==> src/sv/parcor_all_pole_synthesis_filter_unit_assert.svh <==
// Assertion helpers for the PARCOR synthesis filter.
// Both expect clk and rst to be visible in the module that uses them.
`ifndef PARCOR_ALL_POLE_SYNTHESIS_FILTER_UNIT_ASSERT_SVH
`define PARCOR_ALL_POLE_SYNTHESIS_FILTER_UNIT_ASSERT_SVH

// Same-cycle implication
`define PAF_ASSERT_IMP(lbl, ante, cons, msg) \
  lbl: assert property (@(posedge clk) disable iff (rst) (ante) |-> (cons)) else $error(msg);

// Next-cycle implication
`define PAF_ASSERT_NEXT(lbl, ante, cons, msg) \
  lbl: assert property (@(posedge clk) disable iff (rst) (ante) |=> (cons)) else $error(msg);

`endif

==> src/sv/paf_pkg.sv <==
// ----------------------------------------------------------------------------
// paf_pkg
// Shared types, register codes and helpers of the PARCOR synthesis filter.
// ----------------------------------------------------------------------------
`timescale 1ns / 1ps
`default_nettype none

package paf_pkg;

  localparam int MAX_POLES_DEF = 32;

  // Register indexes on the config channel
  localparam logic [1:0] REG_ORDER    = 2'd0;
  localparam logic [1:0] REG_DE_EN    = 2'd1;
  localparam logic [1:0] REG_DE_COEFF = 2'd2;

  // Reset values
  localparam logic [5:0]         ORDER_RST    = 6'd16;
  localparam logic signed [15:0] DE_COEFF_RST = 16'sd32113;  // 0.98 in Q1.15

  // Multiplier operand select
  typedef enum logic [1:0] {
    MS_SU   = 2'd0,
    MS_FIL  = 2'd1,
    MS_GAIN = 2'd2,
    MS_DE   = 2'd3
  } mul_sel_t;

  // What to do with the registered product
  typedef enum logic [1:0] {
    PT_NONE = 2'd0,
    PT_SU   = 2'd1,
    PT_ACC  = 2'd2,
    PT_GAIN = 2'd3
  } ptag_t;

  typedef struct packed {
    logic     load_item;
    logic     latch_set;
    logic     su_init;
    logic     mul_en;
    mul_sel_t mul_sel;
    ptag_t    tag;
    logic     acc_clr;
    logic     fl_done;
    logic     de_fin;
    logic     out_load;
  } dp_cmd_t;

  typedef struct packed {
    logic latch_hit;
    logic de_en;
    logic out_free;
  } dp_stat_t;

  function automatic logic signed [15:0] sat16(input logic signed [39:0] v);
    if (v > 40'sd32767) begin
      return 16'sh7fff;
    end else if (v < -40'sd32768) begin
      return 16'sh8000;
    end
    return v[15:0];
  endfunction

  function automatic logic ovf16(input logic signed [39:0] v);
    return (v > 40'sd32767) || (v < -40'sd32768);
  endfunction

endpackage

`default_nettype wire

==> src/sv/paf_ctrl.sv <==
// ----------------------------------------------------------------------------
// paf_ctrl
// Sequencer: coefficient latch, step-up recursion, filter MAC and output.
// ----------------------------------------------------------------------------
`timescale 1ns / 1ps
`default_nettype none

module paf_ctrl import paf_pkg::*; #(
  parameter int  MAX_POLES = MAX_POLES_DEF,
  localparam int IW = (MAX_POLES > 1) ? $clog2(MAX_POLES) : 1,
  localparam int CW = $clog2(MAX_POLES + 1)
) (
  input  wire logic          clk,
  input  wire logic          rst,
  input  wire logic          in_valid,
  output logic               in_ready,
  input  wire dp_stat_t      stat,
  input  wire logic [CW-1:0] eff_order,
  output dp_cmd_t            cmd,
  output logic [IW-1:0]      ridx,
  output logic [IW-1:0]      widx
);

`include "parcor_all_pole_synthesis_filter_unit_assert.svh"

  typedef enum logic [10:0] {
    ST_IDLE     = 11'b000_0000_0001,
    ST_DECIDE   = 11'b000_0000_0010,
    ST_SU_INIT  = 11'b000_0000_0100,
    ST_SU_MUL   = 11'b000_0000_1000,
    ST_SU_WAIT  = 11'b000_0001_0000,
    ST_FL_START = 11'b000_0010_0000,
    ST_FL_MUL   = 11'b000_0100_0000,
    ST_FL_WAIT  = 11'b000_1000_0000,
    ST_FL_DONE  = 11'b001_0000_0000,
    ST_DE_FIN   = 11'b010_0000_0000,
    ST_OUT      = 11'b100_0000_0000
  } state_t;

  state_t        state, state_next;
  logic [CW-1:0] i, i_next;
  logic [CW-1:0] j, j_next;
  logic [IW-1:0] n, n_next;

  assign in_ready = (state == ST_IDLE);

  // Next state and commands
  always_comb begin
    state_next = state;
    i_next     = i;
    j_next     = j;
    n_next     = n;
    cmd        = '0;
    ridx       = '0;
    widx       = '0;
    case (state)
      ST_IDLE: begin
        if (in_valid) begin
          cmd.load_item = 1'b1;
          state_next    = ST_DECIDE;
        end
      end
      ST_DECIDE: begin
        if (stat.latch_hit) begin
          cmd.latch_set = 1'b1;
          i_next        = CW'(1);
          state_next    = ST_SU_INIT;
        end else begin
          state_next = ST_FL_START;
        end
      end
      ST_SU_INIT: begin
        cmd.su_init = 1'b1;
        ridx        = IW'(i - CW'(1));
        j_next      = CW'(1);
        state_next  = (i == CW'(1)) ? ST_SU_WAIT : ST_SU_MUL;
      end
      ST_SU_MUL: begin
        cmd.mul_en  = 1'b1;
        cmd.mul_sel = MS_SU;
        cmd.tag     = PT_SU;
        ridx        = IW'(i - j - CW'(1));
        widx        = IW'(j - CW'(1));
        j_next      = j + CW'(1);
        if (j == i - CW'(1)) begin
          state_next = ST_SU_WAIT;
        end
      end
      ST_SU_WAIT: begin
        if (i == eff_order) begin
          state_next = ST_FL_START;
        end else begin
          i_next     = i + CW'(1);
          state_next = ST_SU_INIT;
        end
      end
      ST_FL_START: begin
        cmd.mul_en  = 1'b1;
        cmd.mul_sel = MS_GAIN;
        cmd.tag     = PT_GAIN;
        cmd.acc_clr = 1'b1;
        n_next      = '0;
        state_next  = ST_FL_MUL;
      end
      ST_FL_MUL: begin
        cmd.mul_en  = 1'b1;
        cmd.mul_sel = MS_FIL;
        cmd.tag     = PT_ACC;
        ridx        = n;
        n_next      = n + IW'(1);
        if (CW'(n) + CW'(1) == eff_order) begin
          state_next = ST_FL_WAIT;
        end
      end
      ST_FL_WAIT: begin
        state_next = ST_FL_DONE;
      end
      ST_FL_DONE: begin
        cmd.fl_done = 1'b1;
        if (stat.de_en) begin
          cmd.mul_en  = 1'b1;
          cmd.mul_sel = MS_DE;
          cmd.tag     = PT_NONE;
          state_next  = ST_DE_FIN;
        end else begin
          state_next = ST_OUT;
        end
      end
      ST_DE_FIN: begin
        cmd.de_fin = 1'b1;
        state_next = ST_OUT;
      end
      ST_OUT: begin
        if (stat.out_free) begin
          cmd.out_load = 1'b1;
          state_next   = ST_IDLE;
        end
      end
      default: begin
        state_next = ST_IDLE;
      end
    endcase
  end

  // State and counters
  always_ff @(posedge clk) begin
    if (rst) begin
      state <= ST_IDLE;
      i     <= '0;
      j     <= '0;
      n     <= '0;
    end else begin
      state <= state_next;
      i     <= i_next;
      j     <= j_next;
      n     <= n_next;
    end
  end

  // Checks
  `PAF_ASSERT_NEXT(a_accept_decide, in_valid && in_ready, state == ST_DECIDE, "accept did not go to decide")
  `PAF_ASSERT_IMP(a_su_range, state == ST_SU_MUL, (j != '0) && (j < i) && (i <= eff_order), "step-up index out of range")
  `PAF_ASSERT_IMP(a_fl_range, state == ST_FL_MUL, CW'(n) < eff_order, "filter tap index out of range")
  `PAF_ASSERT_IMP(a_out_free, cmd.out_load, stat.out_free, "output loaded while occupied")

endmodule

`default_nettype wire

==> config.mk <==
export PLATFORM = sky130hd
export DESIGN_NAME = paf_ctrl
export DESIGN_NICKNAME = d
export VERILOG_FILES = /design/src/sv/paf_pkg.sv /design/src/sv/paf_ctrl.sv
export VERILOG_INCLUDE_DIRS = /design/src /design/src/sv
export SDC_FILE = /design/constraint.sdc
export NUM_CORES = 1
export LEC_CHECK = 0
export ABC_AREA = 0
export BUFFER_PORTS_ARGS = -buffer_cell sky130_fd_sc_hd__buf_2
export CORE_MARGIN = 8
export CORE_UTILIZATION = 52
export DETAILED_ROUTE_END_ITERATION = 10
export GPL_TIMING_DRIVEN = 0
export PLACE_DENSITY = 0.73
export RECOVER_POWER = 100
export SLEW_MARGIN = 20
export SYNTH_ARGS = -nofsm -noshare
export SYNTH_HDL_FRONTEND = slang
export SYNTH_SLANG_ARGS = --single-unit
==> constraint.sdc <==
create_clock -name clk -period 1.8 [get_ports clk]
set_input_delay 0.27 -clock clk [delete_from_list [all_inputs] [get_ports clk]]
set_output_delay 0.27 -clock clk [all_outputs]
set_load 0.05 [all_outputs]
After elaboration in Yosys (flattened, before gate mapping) --
Index checks and enable logic that the tools add are counted.
Word-level totals: register bits 28, input port bits 12, output and inout port bits 23, logic and storage cells 66
Operators by class: add/subtract/negate cells 8, equality and inequality tests 21, multiplexer cells 28, reductions and logical operators 5
Operator list (count):
- $pmux W11 S11 | 1
- $mux W11 | 5
- $mux W6 | 4
- $pmux W6 S2 | 2
- $pmux W5 S4 | 1
- $eq A6 B6 Y1 | 3
- $mux W5 | 3
- $pmux W5 S3 | 1
- $add A6 B1 Y6 const B | 2
- $ne A2 B2 Y1 const B | 6
- $eq A11 B1 Y1 const B | 1
- $eq A11 B10 Y1 const B | 1
- $eq A11 B11 Y1 const B | 1
- $eq A11 B2 Y1 const B | 1
- $eq A11 B3 Y1 const B | 1
- $eq A11 B4 Y1 const B | 1
- $eq A11 B5 Y1 const B | 1
- $eq A11 B6 Y1 const B | 1
- $eq A11 B7 Y1 const B | 1
- $eq A11 B8 Y1 const B | 1
- $eq A11 B9 Y1 const B | 1
- $mux W1 | 10
- $pmux W5 S2 | 1
- $sub A5 B1 Y5 const B | 2
- other kinds (8) | 10

Longest topological paths before layout --
depth after elaboration 4, mapped depth 7, mapped depth without buffers 7

Worst setup path after synthesis --
No wires, ideal clock.
path type reg2out, from register state[5], to output ridx[3], arrival time 2.352 ns, required time 1.530 ns, slack -0.822 ns, cell stages (with the launch flop) 6, path buffers 2, cell sequence dfxtp_1 > clkbuf_1 > nor4b_1 > nand3_1 > clkbuf_1 > o21ai_0
On the way: word-level cells in the longest chain between the ends 2, elaborated cells between the ends (all ways) 4, classes of those cells eq/ne (3); mux (1)
Ends and longest elaborated chain:
- from (decl) | line paf_ctrl.sv:40 | state_t state, state_next;
- from (signal assigned) | line paf_ctrl.sv:153 | state <= state_next;
- $eq A11 B7 Y1, or another cell as far along | line paf_ctrl.sv:56 | case (state)
- $pmux W5 S3 (*) | line paf_ctrl.sv:56
- to (decl) | line paf_ctrl.sv:20 | output logic [IW-1:0] ridx,
Mark *: on every way between the ends. The rest lies on a longest branch, timed or not.

Final worst setup path --
from register i[0], to register state[7]
On the way: word-level cells in the longest chain between the ends 4
Ends and longest elaborated chain:
- from (decl) | line paf_ctrl.sv:41 | logic [CW-1:0] i, i_next;
- from (signal assigned) | line paf_ctrl.sv:154 | i <= i_next;
- $sub A6 B1 Y6 | line paf_ctrl.sv:85 | if (j == i - CW'(1)) begin
- $eq A6 B6 Y1 | line paf_ctrl.sv:85
- $ne A2 B2 Y1 (no source line)
- $reduce_and A4 Y1 (no source line)
Every way passes these cells. A chain may end at the register's enable or synchronous reset.

==> key figures <==
Logic synthesis
  • Main synth FF type: dfxtp_1
  • Share of flip-flops with an asynchronous set or reset: 0%
  • Yosys top cell area share: a little under a quarter
  • Post-Syn Instances: 298
  • Number of flops mapped to enable cells by yosys: 0
  • Synthesized area per cell: between 7 and 8 sq um
  • Synth Net Count: ~320
  • Synth area leader: dfxtp_1
  • Synth Cell Area: between 0.002 and 0.0025 sq mm
  • Sequential share of the synthesized area: a little under a quarter
  • Netlist cell types: 57
  • Synth warnings: 0
  • Post-synthesis sequential element count: 28
  • Count leader, synth: nor2_1
  • Most frequent cells after synthesis: nor2_1 (38), dfxtp_1 (28), a21oi_1 (18)
  • Area contributors post-synth: dfxtp_1 (24%), xnor2_1 (6.3%), nor2_1 (6.1%)

Placement
  • Placed wire-length estimate: ~4.8 mm
  • Placer congestion estimate: ~0.88
  • Port bufs: 34
  • Placed cells: ~380
  • Placed Area: approximately 0.0027 sq mm

Global routing
  • Global-route wire length before repair: approximately 14 mm
  • Grt ovf: 0
  • Pin count of the biggest net entering global routing: 16
  • Gr usage total: between 20% and 30%
  • Initial antenna violation count: 0
  • Vias in the first global route: 2,819

Clocking
  • Clk sinks: 28
  • CTS tree: yes
  • CTS HTree Levels: 1
  • CTS clk-pin slew, worst paths: approximately 120 ps
  • Max Buffers Root-to-Sink: 2
  • Num CTS Buffers: 3
  • Clock Latency Late Sink: a little under 300 ps
  • CTS root buf: clkbuf_8

Power
  • Clk network pwr share: roughly 23%
  • Logic pwr share: 42.4%
  • Sequential share of power: 34.5%
  • PwrDens: ~470 mW/mm^2
  • Switching pwr: approximately 0.68 mW
  • Sw Share: a little over a third
  • Leakage: 1.65 nW
  • Maximum VDD drop: about 320 uV
  • Int Power: approximately 1.2 mW

Critical path
  • Nature of the critical path endpoint: flip-flop
  • Critical Path RT: 2000 ps
  • CP max stage cell: nor3_1
  • Crit path cell chain: buf_6, or4b_4, nor3_1, or2_2, a31oi_4, nor4b_2
  • Max incr delay on CP: between 500 and 600 ps
  • CP Launch Type: flip-flop
  • RR Startpoint: i[0]
  • CP arrival: 2670 ps
  • Worst r2r dst: state[7]
  • R2R cell count: 6
  • Crit path max fanout: 6
  • WS Path Type: reg -> reg
  • Reg2reg setup slack: -680 ps

Finish
  • Antenna cells: 0
  • # fillers: between 100 and 150
  • Sequential Area: ~590 sq um
  • Layout cell share with drive strength beyond 1: approximately 57%
  • Final cell count without fillers: between 400 and 500
  • Multi-input logic area: 0.00217 sq mm
  • Fin area: about 0.004 sq mm
  • Synthesis-to-layout area growth: 73.1%
  • Nets: 420

Floorplan
  • Die Wd: roughly 83 um
  • Die Area: 0.00692 sq mm
  • Boundary Pins: 35
  • Placement Rows: 24
  • Core Footprint: approximately 0.0044 sq mm
  • Initial Utilization: 53.9%
  • Die height: roughly 83 um

Worst hold path
  • Worst Hold End: state[8]
  • Min-delay src: rst
  • Hold path cells: 3
  • Worst min path class: in -> reg

Routing
  • Iter 0 DRT Violations: 388
  • First-pass DRT Iterations: 5
  • DRT antenna net count: 0
  • Avg WL per Cell: about 29 um
  • Total wire length: roughly 13 mm
  • Vias per cell: approximately 7.3
  • DRC viols: 0
  • Via count: approximately 3,300

Run status
  • Run status: complete, but fails checks
  • Failing checks: negative setup slack

Timing
  • Setup violators final: 48
  • Final min period: 2480 ps
  • Tcrit/Tclk final: 138%
  • Setup TNS: -20,270 ps
  • Final setup margin: -676 ps
  • Final hold vios: 0
  • Worst slew pin tran: just under 800 ps
  • RSZ-0062 raised after global routing: yes
  • Clk_skew: 9.83 ps
  • Worst relative slew slack: between 40% and 50%
  • Fmax: just over 0.4 GHz
  • Pins Over Slew Limit: 0
  • Final hold slack: ~300 ps

Flow run
  • # Max-Cap Violations: 0
[what timing repair did]
item                       CTS  global route
buffers inserted            48            18
hold buffers                 0             0
cloned                       1             0
pin swaps                   40            36
gates resized for setup    147            72
setup endpoints to repair   48            48
[placed cells by master (no fill, tap or decap), types with 4 or more instances in the layout]
cell type  netlist  final
a21oi_1         18     11
nand4_1          5      5
nand2_1         13     11
nor2_1          38     17
ha_1            10      9
buf_2            5     12
dfxtp_4          0      6
a21oi_2          0      6
a22oi_2          0      5
o21ai_0         15      7
xnor2_1         17     16
dfxtp_1         28     13
a211oi_1         8      5
buf_8            0     15
buf_6            1     36
nor3_2           0      6
clkbuf_8         0      6
nor3_1          13      5
nor4_4           3      4
buf_4            1     37
xor2_1          13     12
or2_2            4      4
nor2_4           0     18
dfxtp_2          0      9
inv_1           13      9
o21ai_2          0      5
nand3_1         13     10
[registers in the layout (all words and copies together) (netlist names)]
| signal | cells |
|---|---|
| state | 11 |
| i | 6 |
| j | 6 |
| n | 5 |
[worst max-delay path, delay by kind of cell, from the launching register on]
kind | cells | cell delay [ps]
flip-flops | 1 | 390
AO/OA/AOI/OAI | 1 | 170
AND/OR/NAND/NOR | 4 | 1690
buffers and inverters | 1 | 140
[per-stage QoR]
step	power, mW	utilization, %	setup slack [ps]
final	1.89	93.2	-676
after floorplan	0.969	-	-601
after detailed placement	1.06	62.6	-683
after global routing	1.90	93.2	-724
after global placement	1.05	62.6	-655
after CTS	1.66	84.7	-449
[power groups by stage]
stage	sequential, mW	combinational [mW]	clock (mW)
2_1_floorplan	0.662	0.307	0
3_3_place_gp	0.665	0.384	0
3_5_place_dp	0.665	0.390	0
4_1_cts	0.647	0.614	0.400
5_1_grt	0.652	0.812	0.438
6_report	0.653	0.802	0.437
[final cells by class]
class	count	area share [%]
repair buffers	97	23.9
flip-flops and latches	28	14.6
inverters	13	1.39
clock buffers	4	1.36
well taps	52	1.60
multi-input cells	240	53.4
plain buffers	14	3.73
[metal layers]
metal	routed length [um]	GRT usage, %	vias up
met3	1530	4.98	136
li1	-	-	1272
met2	5840	43.9	354
met4	1090	9.42	0
met5	0	0	-
met1	4310	27.6	1513
[cell families after synthesis]
family	count (synthesis)	synth area share [%]
and+or+nand+nor	136	34.7
xor gates and xnor gates	30	11.2
DFF	28	23.9
adders and majority gates	11	6.19
AOI/OAI and AO/OA	63	18.5
buffers and inverters	30	5.55
[how the worst max path moves through the flow]
| stage | start | end | slack [ps] | cells after the start |
|---|---|---|---|---|
| 2_1_floorplan | state[0] | cmd[8] | -600 | 6 |
| 3_3_place_gp | state[5] | cmd[8] | -660 | 7 |
| 3_5_place_dp | state[4] | cmd[8] | -680 | 7 |
| 4_1_cts | state[1] | cmd[8] | -450 | 7 |
| 5_1_grt | state[1] | ridx[4] | -720 | 7 |
| 6_report | i[0] | state[7] | -680 | 6 |
Note: power is estimated with default switching activity, not from simulation.
